<file path="src/per_cpu_vector_allocator_macros.svh">
// ----------------------------------------------------------------------------
// Per-CPU vector allocator assertion macros
// Implication checks sampled on clk, disabled while arst_n is low.
// ----------------------------------------------------------------------------
`ifndef PER_CPU_VECTOR_ALLOCATOR_MACROS_SVH
`define PER_CPU_VECTOR_ALLOCATOR_MACROS_SVH

// same-cycle implication
`define PVA_ASSERT_IMP(label, ante, cons, msg) \
	label: assert property (@(posedge clk) disable iff (!arst_n) (ante) |-> (cons)) \
		else $error(msg);

// next-cycle implication
`define PVA_ASSERT_NXT(label, ante, cons, msg) \
	label: assert property (@(posedge clk) disable iff (!arst_n) (ante) |=> (cons)) \
		else $error(msg);

`endif

</file>
<file path="src/pva_pkg.sv">
// ----------------------------------------------------------------------------
// Per-CPU vector allocator package
// Request and response words, codes, sequencer states and helpers.
// ----------------------------------------------------------------------------
package pva_pkg;

	localparam int WORD_W        = 64;
	localparam int WORDS_PER_CPU = 4;
	localparam int VEC_COUNT     = 256;
	localparam int CNT_W         = 9;

	localparam logic [1:0] MODE_TARGET = 2'd0;
	localparam logic [1:0] MODE_LEAST  = 2'd1;

	localparam logic [1:0] ST_OK      = 2'd0;
	localparam logic [1:0] ST_NO_FREE = 2'd1;
	localparam logic [1:0] ST_RANGE   = 2'd2;

	typedef struct packed {
		logic [1:0] mode;
		logic [2:0] target_cpu;
	} req_t;

	typedef struct packed {
		logic [1:0] status;
		logic [7:0] vector;
		logic [2:0] chosen_cpu;
	} rsp_t;

	typedef enum logic [2:0] {
		S_IDLE,
		S_SCAN_RD,
		S_SCAN_CHK,
		S_WORD_RD,
		S_WORD_CHK,
		S_BIT_FIND,
		S_CNT_UPD
	} state_t;

	function automatic logic [2:0] lowest_set8(input logic [7:0] v);
		logic [2:0] idx;
		idx = 3'd0;
		for (int i = 7; i >= 0; i--) begin
			if (v[i]) begin
				idx = 3'(i);
			end
		end
		return idx;
	endfunction

endpackage

</file>
<file path="src/per_cpu_vector_allocator.sv">
// ----------------------------------------------------------------------------
// Per-CPU interrupt vector allocator
// Bitmap allocator over one 256-bit vector map and one count per CPU.
// ----------------------------------------------------------------------------
// Usage:
//   A request word (req) is taken when start is high and busy is low. Each
//   request produces one response word (rsp), shown for one cycle with done.
//   The receiver cannot stall; done comes with busy low, so the next start
//   may be issued in the cycle that done is high. active_cpus is written
//   whenever active_cpus_we is high; the user, not the block, keeps it to idle.
// Steps from accept to done, as the sequencer walks the two RAMs:
//   reinitialize: answered from idle (per-word valid flags drop at once).
//   target cpu:   word read and check per word up to one with a free bit,
//                 then bit find, count update; out of range: done from idle.
//   least loaded: a count read and check per active cpu, then as above.
//   Requests run one at a time; none is taken while one is in progress.
// Reset: every bitmap word and count reads as its reserved-low default
// through cleared valid flags; no clearing pass is needed.
// ----------------------------------------------------------------------------
module per_cpu_vector_allocator
	import pva_pkg::*;
#(
	parameter int MAX_CPUS         = 8,
	parameter int RESERVED_VECTORS = 32
) (
	input  logic       clk,
	input  logic       arst_n,
	input  logic       active_cpus_we,
	input  logic [3:0] active_cpus,
	input  logic       start,
	output logic       busy,
	input  req_t       req,
	output logic       done,
	output rsp_t       rsp
);

`include "per_cpu_vector_allocator_macros.svh"

	localparam int CPU_W    = (MAX_CPUS > 1) ? $clog2(MAX_CPUS) : 1;
	localparam int NCNT_W   = $clog2(MAX_CPUS + 1);
	localparam int BM_DEPTH = MAX_CPUS * WORDS_PER_CPU;
	localparam int BM_AW    = (BM_DEPTH > 1) ? $clog2(BM_DEPTH) : 1;
	localparam logic [CNT_W-1:0] RST_CNT = CNT_W'(RESERVED_VECTORS);

	function automatic logic [WORDS_PER_CPU-1:0][WORD_W-1:0] rst_words();
		logic [WORDS_PER_CPU-1:0][WORD_W-1:0] r;
		for (int w = 0; w < WORDS_PER_CPU; w++) begin
			for (int b = 0; b < WORD_W; b++) begin
				r[w][b] = ((w * WORD_W + b) < RESERVED_VECTORS);
			end
		end
		return r;
	endfunction

	localparam logic [WORDS_PER_CPU-1:0][WORD_W-1:0] RST_WORDS = rst_words();

	state_t state_q, state_d;
	logic   done_q, done_d;
	rsp_t   rsp_q, rsp_d;
	logic [3:0] active_q;
	logic [BM_DEPTH-1:0] word_vld_q, word_vld_d;
	logic [MAX_CPUS-1:0] cnt_vld_q, cnt_vld_d;

	logic [CPU_W-1:0]  cpu_q, cpu_d;
	logic [1:0]        w_q, w_d;
	logic [NCNT_W-1:0] c_q, c_d;
	logic [CPU_W-1:0]  best_q, best_d;
	logic [CNT_W-1:0]  best_cnt_q, best_cnt_d;
	logic              found_q, found_d;
	logic [WORD_W-1:0] word_q, word_d;
	logic [2:0]        byte_q, byte_d;
	logic [7:0]        vec_q, vec_d;

	logic [NCNT_W-1:0] n_eff;
	logic [BM_AW-1:0]  baddr;
	logic [CPU_W-1:0]  caddr;
	logic [WORD_W-1:0] bm_rdata, bm_wdata, word_cur, free;
	logic [CNT_W-1:0]  cnt_rdata, cnt_wdata, cnt_cur;
	logic              bm_we, cnt_we;
	logic [7:0]        byte_free;
	logic [2:0]        bit_idx;
	logic [NCNT_W-1:0] c_next;

	always_comb begin
		if (active_q == 4'd0) begin
			n_eff = NCNT_W'(1);
		end else if (32'(active_q) > MAX_CPUS) begin
			n_eff = NCNT_W'(MAX_CPUS);
		end else begin
			n_eff = NCNT_W'(active_q);
		end
	end

	assign baddr = BM_AW'({cpu_q, w_q});
	assign caddr = (state_q == S_SCAN_RD || state_q == S_SCAN_CHK) ? c_q[CPU_W-1:0] : cpu_q;

	assign word_cur  = word_vld_q[baddr] ? bm_rdata : RST_WORDS[w_q];
	assign cnt_cur   = cnt_vld_q[caddr] ? cnt_rdata : RST_CNT;
	assign free      = ~word_cur;
	assign byte_free = ~word_q[{byte_q, 3'b000} +: 8];
	assign bit_idx   = lowest_set8(byte_free);
	assign bm_wdata  = word_q | (WORD_W'(1) << {byte_q, bit_idx});
	assign cnt_wdata = cnt_cur + CNT_W'(1);
	assign c_next    = c_q + NCNT_W'(1);

	always_comb begin
		logic [7:0] byte_any;
		logic       hit;
		for (int i = 0; i < 8; i++) begin
			byte_any[i] = |free[i*8 +: 8];
		end
		hit = 1'b0;

		state_d    = state_q;
		done_d     = 1'b0;
		rsp_d      = rsp_q;
		word_vld_d = word_vld_q;
		cnt_vld_d  = cnt_vld_q;
		cpu_d      = cpu_q;
		w_d        = w_q;
		c_d        = c_q;
		best_d     = best_q;
		best_cnt_d = best_cnt_q;
		found_d    = found_q;
		word_d     = word_q;
		byte_d     = byte_q;
		vec_d      = vec_q;
		bm_we      = 1'b0;
		cnt_we     = 1'b0;

		unique case (state_q)
			S_IDLE: begin
				if (start) begin
					if (req.mode == MODE_TARGET) begin
						if (32'(req.target_cpu) >= 32'(n_eff)) begin
							done_d = 1'b1;
							rsp_d  = '{status: ST_RANGE, vector: 8'd0, chosen_cpu: 3'd0};
						end else begin
							cpu_d   = CPU_W'(req.target_cpu);
							w_d     = 2'd0;
							state_d = S_WORD_RD;
						end
					end else if (req.mode == MODE_LEAST) begin
						c_d     = '0;
						found_d = 1'b0;
						state_d = S_SCAN_RD;
					end else begin
						word_vld_d = '0;
						cnt_vld_d  = '0;
						done_d     = 1'b1;
						rsp_d      = '{status: ST_OK, vector: 8'd0, chosen_cpu: 3'd0};
					end
				end
			end
			S_SCAN_RD: begin
				state_d = S_SCAN_CHK;
			end
			S_SCAN_CHK: begin
				hit = (cnt_cur < CNT_W'(VEC_COUNT)) && (!found_q || cnt_cur < best_cnt_q);
				if (hit) begin
					best_d     = c_q[CPU_W-1:0];
					best_cnt_d = cnt_cur;
					found_d    = 1'b1;
				end
				c_d = c_next;
				if (c_next == n_eff) begin
					if (hit || found_q) begin
						cpu_d   = hit ? c_q[CPU_W-1:0] : best_q;
						w_d     = 2'd0;
						state_d = S_WORD_RD;
					end else begin
						done_d  = 1'b1;
						rsp_d   = '{status: ST_NO_FREE, vector: 8'd0, chosen_cpu: 3'd0};
						state_d = S_IDLE;
					end
				end else begin
					state_d = S_SCAN_RD;
				end
			end
			S_WORD_RD: begin
				state_d = S_WORD_CHK;
			end
			S_WORD_CHK: begin
				if (|free) begin
					word_d  = word_cur;
					byte_d  = lowest_set8(byte_any);
					state_d = S_BIT_FIND;
				end else if (w_q == 2'(WORDS_PER_CPU - 1)) begin
					done_d  = 1'b1;
					rsp_d   = '{status: ST_NO_FREE, vector: 8'd0, chosen_cpu: 3'd0};
					state_d = S_IDLE;
				end else begin
					w_d     = w_q + 2'd1;
					state_d = S_WORD_RD;
				end
			end
			S_BIT_FIND: begin
				bm_we             = 1'b1;
				word_vld_d[baddr] = 1'b1;
				vec_d             = {w_q, byte_q, bit_idx};
				state_d           = S_CNT_UPD;
			end
			S_CNT_UPD: begin
				cnt_we           = 1'b1;
				cnt_vld_d[caddr] = 1'b1;
				done_d           = 1'b1;
				rsp_d            = '{status: ST_OK, vector: vec_q, chosen_cpu: 3'(cpu_q)};
				state_d          = S_IDLE;
			end
			default: begin
				state_d = S_IDLE;
			end
		endcase
	end

	always_ff @(posedge clk or negedge arst_n) begin
		if (!arst_n) begin
			state_q    <= S_IDLE;
			done_q     <= 1'b0;
			active_q   <= 4'd8;
			word_vld_q <= '0;
			cnt_vld_q  <= '0;
		end else begin
			state_q    <= state_d;
			done_q     <= done_d;
			word_vld_q <= word_vld_d;
			cnt_vld_q  <= cnt_vld_d;
			if (active_cpus_we) begin
				active_q <= active_cpus;
			end
		end
	end

	always_ff @(posedge clk) begin
		rsp_q      <= rsp_d;
		cpu_q      <= cpu_d;
		w_q        <= w_d;
		c_q        <= c_d;
		best_q     <= best_d;
		best_cnt_q <= best_cnt_d;
		found_q    <= found_d;
		word_q     <= word_d;
		byte_q     <= byte_d;
		vec_q      <= vec_d;
	end

	pva_ram #(
		.WIDTH (WORD_W),
		.DEPTH (BM_DEPTH),
		.AW    (BM_AW)
	) u_bitmap_ram (
		.clk   (clk),
		.we    (bm_we),
		.waddr (baddr),
		.wdata (bm_wdata),
		.raddr (baddr),
		.rdata (bm_rdata)
	);

	pva_ram #(
		.WIDTH (CNT_W),
		.DEPTH (MAX_CPUS),
		.AW    (CPU_W)
	) u_count_ram (
		.clk   (clk),
		.we    (cnt_we),
		.waddr (caddr),
		.wdata (cnt_wdata),
		.raddr (caddr),
		.rdata (cnt_rdata)
	);

	assign busy = (state_q != S_IDLE);
	assign done = done_q;
	assign rsp  = rsp_q;

	`PVA_ASSERT_IMP(a_done_idle, done, !busy, "response while sequencer busy")
	`PVA_ASSERT_NXT(a_accept_progress, start && !busy, busy || done, "accepted word dropped")
	`PVA_ASSERT_IMP(a_fail_zero, done && rsp.status != ST_OK,
		rsp.vector == 8'd0 && rsp.chosen_cpu == 3'd0, "failed response carries data")
	`PVA_ASSERT_NXT(a_bitmap_write, bm_we, state_q == S_CNT_UPD, "count update skipped")

endmodule

</file>
<file path="src/pva_ram.sv">
// ----------------------------------------------------------------------------
// Generic RAM
// One write port, one read port, read data registered.
// ----------------------------------------------------------------------------
module pva_ram #(
	parameter int WIDTH = 64,
	parameter int DEPTH = 32,
	parameter int AW    = (DEPTH > 1) ? $clog2(DEPTH) : 1
) (
	input  logic             clk,
	input  logic             we,
	input  logic [AW-1:0]    waddr,
	input  logic [WIDTH-1:0] wdata,
	input  logic [AW-1:0]    raddr,
	output logic [WIDTH-1:0] rdata
);

	logic [WIDTH-1:0] mem [DEPTH];

	always_ff @(posedge clk) begin
		if (we) begin
			mem[waddr] <= wdata;
		end
		rdata <= mem[raddr];
	end

endmodule

</file>
<file path="config.mk">
export PLATFORM = sky130hd
export DESIGN_NAME = per_cpu_vector_allocator
export DESIGN_NICKNAME = d
export VERILOG_FILES = /design/src/pva_pkg.sv /design/src/per_cpu_vector_allocator.sv /design/src/pva_ram.sv
export VERILOG_INCLUDE_DIRS = /design/src /design/src/src
export SDC_FILE = /design/constraint.sdc
export NUM_CORES = 2
export LEC_CHECK = 0
export BUFFER_PORTS_ARGS = -buffer_cell sky130_fd_sc_hd__buf_4
export CAP_MARGIN = 10
export CORE_ASPECT_RATIO = 1.25
export CORE_UTILIZATION = 55
export CTS_BUF_LIST = sky130_fd_sc_hd__clkbuf_4
export DETAILED_ROUTE_END_ITERATION = 8
export PLACE_DENSITY_LB_ADDON = 0.1
export SLEW_MARGIN = 10
export SYNTH_ARGS = -nofsm -noshare
export SYNTH_HDL_FRONTEND = slang
export SYNTH_SLANG_ARGS = --single-unit
</file>
<file path="constraint.sdc">
create_clock -name clk -period 4.97 [get_ports clk]
set_clock_uncertainty 0.1 [all_clocks]
set_input_delay 0.497 -clock clk [delete_from_list [all_inputs] [get_ports clk]]
set_output_delay 0.497 -clock clk [all_outputs]
set_load 0.02 [all_outputs]
</file>
==> Word-level counts from Yosys, hierarchy flattened <==
Memories as Yosys holds them, arrays and structs flattened. A register that Yosys moved wholly into a read port is not among the register bits.
Cells that the tools add are included.
{ "word_totals": {"regBits": 158, "latch_bits": 0, "ramBits": 2120, "rom_bits": 0, "input_bits": 13, "wordCells": 198, "mem_count": 2} }
{ "classes": {"add_sub_neg": 3, "mul": 0, "n_div": 0, "n_lt_le_gt_ge": 9, "eq_ne": 26, "n_shift": 2, "n_mux": 95, "bitwise": 5, "n_reduce_logical": 37} }
{ "memory_table": {"columns": ["name", "words", "word_bits", "read_ports", "rd_clocked_by_memory_dff", "write_ports", "line", "rtl"], "rows": [
  ["u_bitmap_ram.mem", 32, 64, 1, 1, 1, "pva_ram.sv:18", "logic [WIDTH-1:0] mem [DEPTH];"],
  ["u_count_ram.mem", 8, 9, 1, 1, 1, "pva_ram.sv:18", null]
]} }
{ "ops": {"columns": ["operator", "n"], "rows": [
  ["binary-select mux 64 bit (select 2 bit)", 1],
  ["two-way mux 64 bit", 2],
  ["two-way mux 13 bit", 8],
  ["two-way mux 32 bit", 3],
  ["two-way mux 3 bit", 25],
  ["NOT 64 bit", 1],
  ["OR 64 bit", 1],
  ["one-hot mux 32 bit (2 select lines)", 1],
  ["OR reduction 64 bit", 1],
  ["OR reduction 8 bit", 8],
  ["variable part select 64 x 7 -> 8 bit", 1],
  ["left shift 1 x 6 -> 64 bit (first input constant)", 1],
  ["one-hot mux 13 bit (4 select lines)", 1],
  ["OR 32 bit", 1],
  ["OR reduction 32 bit", 1],
  ["two-way mux 8 bit", 3],
  ["two-way mux 1 bit", 23],
  ["two-way mux 2 bit", 11],
  ["two-way mux 4 bit", 5],
  ["!= test 2 bit (second input constant)", 10],
  ["one-hot mux 3 bit (6 select lines)", 1],
  ["one-hot mux 8 bit (2 select lines)", 1],
  ["AND reduction 8 bit", 2],
  ["OR reduction 16 bit", 1],
  ["46 further kinds", 64]
]} }

==> Logic depth before layout (Yosys ltp) <==
{ "logic_depth": {"word_depth": 13, "ltp_mapped": 17, "depth_no_buf": 14} }

==> Modules after synthesis <==
A second synthesis with hierarchy kept.
{ "hier_totals": {"cells_unflattened": 4041, "hier_area_um2": 90750.8} }
{ "modules_own_cells": {"columns": ["module", "n_inst", "cells_per_inst", "area_per_inst_um2"], "rows": [
  ["pva_ram (u_bitmap_ram)", 1, 3096, 78964.5],
  ["per_cpu_vector_allocator", 1, 819, 8767.2],
  ["pva_ram (u_count_ram)", 1, 126, 3019.1]
]} }

==> Least setup slack after synthesis <==
No wires, ideal clock.
{ "synth_path": {"path_kind": "reg2reg", "from": "reg state_q[2]", "to": "mem u_bitmap_ram.mem[0][0], enable pin", "t_arrival_ns": 4.626, "slack_ns": -0.244, "stages_incl_launch_ff": 5, "n_path_buf": 0, "period_less_slack_ns": 5.214, "cell_sequence": "dfrtp_1 > clkinv_1 > nor3_1 > nand2_1 > nor2_1"} }
{ "synth_between": {"elab_chain_cells": 4} }
{ "synth_rtl": {"columns": ["element", "line", "rtl"], "rows": [
  ["start: declaration", "per_cpu_vector_allocator.sv:57", "state_t state_q, state_d;"],
  ["start signal: assignment", "per_cpu_vector_allocator.sv:224", "state_q <= state_d;"],
  ["equality test 3 bit", "per_cpu_vector_allocator.sv:131", "unique case (state_q)"],
  ["two-way mux 1 bit", "per_cpu_vector_allocator.sv:131", null],
  ["two-way mux 1 bit", "pva_ram.sv:21", "if (we) begin"],
  ["two-way mux 1 bit (not written as such)", "pva_ram.sv:22", "mem[waddr] <= wdata;"],
  ["end: declaration", "pva_ram.sv:18", null]
]} }
Every way passes these cells.

==> Worst setup path after layout <==
{ "layout_path": {"from": "reg byte_q[0]", "to": "mem u_bitmap_ram.mem[20][6], data pin"} }
{ "layout_between": {"elab_chain_cells": 12} }
{ "layout_rtl": {"columns": ["element", "line", "rtl"], "rows": [
  ["start: declaration", "per_cpu_vector_allocator.sv:71", "logic [2:0] byte_q, byte_d;"],
  ["start signal: assignment", "per_cpu_vector_allocator.sv:243", "byte_q <= byte_d;"],
  ["variable part select 64 x 7 -> 8 bit (*)", "per_cpu_vector_allocator.sv:100", "assign byte_free = ~word_q[{byte_q, 3'b000} +: 8];"],
  ["NOT 8 bit (*)", "per_cpu_vector_allocator.sv:100", null],
  ["two-way mux 3 bit (7 in a row)", "pva_pkg.sv:44", "if (v[i]) begin"],
  ["two-way mux 3 bit (*)", "pva_pkg.sv:44", null],
  ["net bit_idx[0]", "per_cpu_vector_allocator.sv:81", "logic [2:0] bit_idx;"],
  ["left shift 1 x 6 -> 64 bit (*)", "per_cpu_vector_allocator.sv:102", "assign bm_wdata = word_q | (WORD_W'(1) << {byte_q, bit_idx});"],
  ["OR 64 bit (*)", "per_cpu_vector_allocator.sv:102", null],
  ["net bm_wdata[6]", "per_cpu_vector_allocator.sv:77", "logic [WORD_W-1:0] bm_rdata, bm_wdata, word_cur, free;"]
]} }
The timed path passes the listed nets; every way through them passes the cells marked *.

==> run metrics <==
outcome=finished clean; TritonCTS clock tree=built; core area=160000 um^2; met2 wire len=119000 um; proportion of netlist area held by the largest area contributor=75.0%; total detailed-routing wirelength=240000 um; worst slew margin relative to its limit=21.8%; net count reported at finish=4695; Comb pwr share=23.5%; fin crit period=4450 ps; First DRT Iteration DRCs=5583; HPWL reported at the end of detailed placement=117000 um; cell area reported after detailed placement=93000 um^2; initial antenna violation count=5; most common library cells after synthesis=edfxtp_1 (2230), mux4_2 (536), a22oi_1 (264); clock transition at the register clock pins on the worst setup and hold paths after CTS=60 ps; hold crit path type=primary input to flip-flop; Clock Root Buffer=clkbuf_4; number of fill cells=11500; Finish-stage setup viols=0; cell taking the most area after synthesis=edfxtp_1; critical path launch point type=flip-flop; final worst slack=525 ps; placer congestion estimate=0.858; All-Layer GR Usage=29.7%; number of I/O pins=28; number of global-route vias before repair=47900; total placed cells including tap cells=6211; Initial Util=55.6%; register bit count reported by yosys=2351; worst stage delay on the critical path=910 ps; required time at the worst-slack endpoint=5850 ps; sequential-to-total area share from yosys stat=78.0%; non-filler cells, final=7250; Cells after Synth=4106; Critical Path AT=5320 ps; distinct cell type count of the synthesized netlist=76; worst path cell trace=buf_4, mux4_2, mux2_4, a21oi_4, a21oi_4, nor2_2, buf_4, a21o_1; leading post-synthesis cells by cell area=edfxtp_1 (75%), mux4_2 (14%), a22oi_1 (2.2%), dfxtp_1 (1.6%), dfrtp_1 (1.3%); detailed-route wire length per cell=33.1 um; number of warning messages in the yosys log=0; Pwr per Cell Area=527 nW/um^2; Final Hold Slack=182 ps; startpoint of the worst register-to-register path=byte_q[0]; number of core rows=164; Hold Crit Start=req[0]; area of the mapped netlist=89300 um^2; depth of the worst register-to-register path=8; die area=164000 um^2; height of the chip=452 um; layout cell share with drive strength beyond 1=33.6%; finished layout cell area=101000 um^2; maximum level of the CTS H-tree=6; count of port buffers added during placement=27; first-pass GRT wire length=339000 um; most common flop cell mapped by yosys=edfxtp_1; net count after synthesis=4134; vias per cell=6.46; largest fanout on the critical path=32; Final Hold Fails=0; EDFF count, synth=2230; Critical Path Stages=8; sw power=15.9 mW; clock network latency to the later pin of the worst-skew pair=1380 ps; internal power component=37.1 mW; portion of total power attributed to the clock network=29.7%; transition time at the pin with the least slew margin=1170 ps; maximum buffer depth of the clock tree=4; maximum vdd drop=0.477 mV; count of maximum capacitance violations=0; unrepaired setup endpoints after global routing=no; count of pins over their slew limit=0; category of the critical setup timing path=flip-flop to flip-flop; upper clock frequency limit=225 MHz; clock sink count=2351; crit path from=byte_q[0]; number of iterations in the first detailed-routing pass=8; total CTS buffers=582; leakage power=32.8 nW; top routing layer used=met4; proportion of power drawn by flip-flops and latches=46.8%; nature of the critical path endpoint=flip-flop; period utilisation layout=89.4%; Crit-path slowest cell=edfxtp_1; largest net degree at the start of global routing=117; die extent in x=362 um; switching share of power=30.0%; Syn Area/Cell=21.7 um^2; Remaining Overflow, GRT=0; async set or reset register ratio after synthesis=2.04%; total met3 wirelength after detailed routing=21800 um; area added between synthesis and finish=12.7%; largest delay contributor family on the critical path=compound AO/OA/AOI/OAI gates; cell with the most instances after synthesis=edfxtp_1; vias after detailed routing=46800; number of DRC violations after detailed routing=0; pre-CTS worst setup slack=578 ps; number of instances on the worst hold path=5; Met1 Routed Length=91900 um; residual antenna-violating net count after detailed routing=0; Critical path buffers and inverters=2
-- kinds of logic (layout without fill, tap and decap cells) --
family / after synthesis / after routing / share of synthesized area [%]
flip-flops: 2351 / 2351 / 78.0
multiplexers: 568 / 568 / 13.9
AO/OA/AOI/OAI: 473 / 473 / 3.95
AND/OR/NAND/NOR: 428 / 428 / 2.53
buffers and inverters: 258 / 1238 / 1.27
adder cells (fa/ha/maj): 15 / 15 / 0.210
XOR/XNOR: 13 / 13 / 0.128
other: 0 / 6 / 0
-- placed cells by master, fill, tap and decap left out, types with 11 or more instances in the layout --
| cell type | Yosys | layout |
|---|---|---|
| a21o_1 | 80 | 80 |
| a21oi_1 | 23 | 23 |
| a22oi_1 | 264 | 264 |
| and2_1 | 51 | 51 |
| buf_12 | 1 | 38 |
| buf_4 | 10 | 135 |
| clkbuf_4 | 0 | 877 |
| clkinv_1 | 1 | 94 |
| clkinv_2 | 0 | 12 |
| dfrtp_1 | 47 | 47 |
| dfxtp_1 | 73 | 73 |
| dlygate4sd3_1 | 0 | 28 |
| edfxtp_1 | 2230 | 2230 |
| ha_1 | 15 | 15 |
| inv_1 | 32 | 31 |
| inv_2 | 0 | 15 |
| mux2i_1 | 21 | 20 |
| mux4_2 | 536 | 536 |
| nand2_1 | 88 | 88 |
| nand2b_1 | 13 | 12 |
| nand3_1 | 41 | 41 |
| nand4_1 | 86 | 86 |
| nor2_1 | 76 | 43 |
| nor2_4 | 0 | 33 |
| nor3_1 | 14 | 12 |
| o21a_1 | 42 | 42 |
| o21ai_0 | 15 | 15 |
| or2_1 | 11 | 11 |
-- final timing paths --
check                                     endpoint  slack, ps
max                        u_bitmap_ram.mem[20][6]        520
min                                       cpu_q[0]        180
max reg2reg                u_bitmap_ram.mem[20][6]        520
min reg2reg                   u_count_ram.rdata[2]        390
max in group asynchronous              active_q[3]       3770
min in group asynchronous           word_vld_q[14]        670
-- metal layers --
layer,GRT usage [%],vias to the layer above
li1,-,18900
met1,40.6,25000
met2,48.3,2540
met3,5.62,423
met4,10.6,0
met5,0,-
-- per-stage QoR --
stage | total power [mW] | setup TNS, ps | util [%]
final | 53.0 | 0 | 62.7
after global routing | 55.1 | 0 | 62.7
after CTS | 53.4 | 0 | 62.7
after detailed placement | 37.6 | 0 | 58.0
after global placement | 37.5 | 0 | 58.0
after floorplan | 33.4 | -500580 | -
-- power groups by stage --
stage                     registers, mW  logic, mW  clock network (mW)
final                              24.8       12.4                15.8
after global routing               24.8       13.3                17.0
after CTS                          24.8       12.5                16.1
after detailed placement           25.2       12.5                   0
after global placement             25.2       12.3                   0
after floorplan                    24.5       8.86                   0
-- worst min-delay path: stages --
cell	delay, ps
dlygate4sd3_1	530
buf_4	140
nor2_1	100
a221o_1	120
a41oi_1	50
-- cell type report --
class / instances / area [um^2] / area share, %
repair buffers: 202 / 2080 / 2.07
clock buffers: 877 / 6580 / 6.55
flip-flops and latches: 2351 / 69600 / 69.2
clock inverters: 126 / 648 / 0.644
well taps: 2158 / 2700 / 2.68
diodes: 6 / 15.0 / 0.0149
inverters: 33 / 125 / 0.124
multi-input cells: 1497 / 18800 / 18.7
-- state kept, by name, summed over array words and instances (netlist names) --
name and flops:
u_bitmap_ram.mem 2048, u_count_ram.mem 72, u_bitmap_ram.rdata 64, word_q 64
word_vld_q 32, rsp 13, best_cnt_q 9, u_count_ram.rdata 9
cnt_vld_q 8, vec_q 8, active_q 4, c_q 4
best_q 3, byte_q 3, cpu_q 3, state_q 3
w_q 2, done 1, found_q 1
-- repair_timing --
item | 4_1_cts | 5_1_grt
endpoints found under the setup margin | 0 | 0
setup buffers | 0 | 0
endpoints found under the hold margin | 109 | 0
hold buffers | 29 | 0
gates resized for setup | 0 | 0
Power figures use the tool's default switching activity.
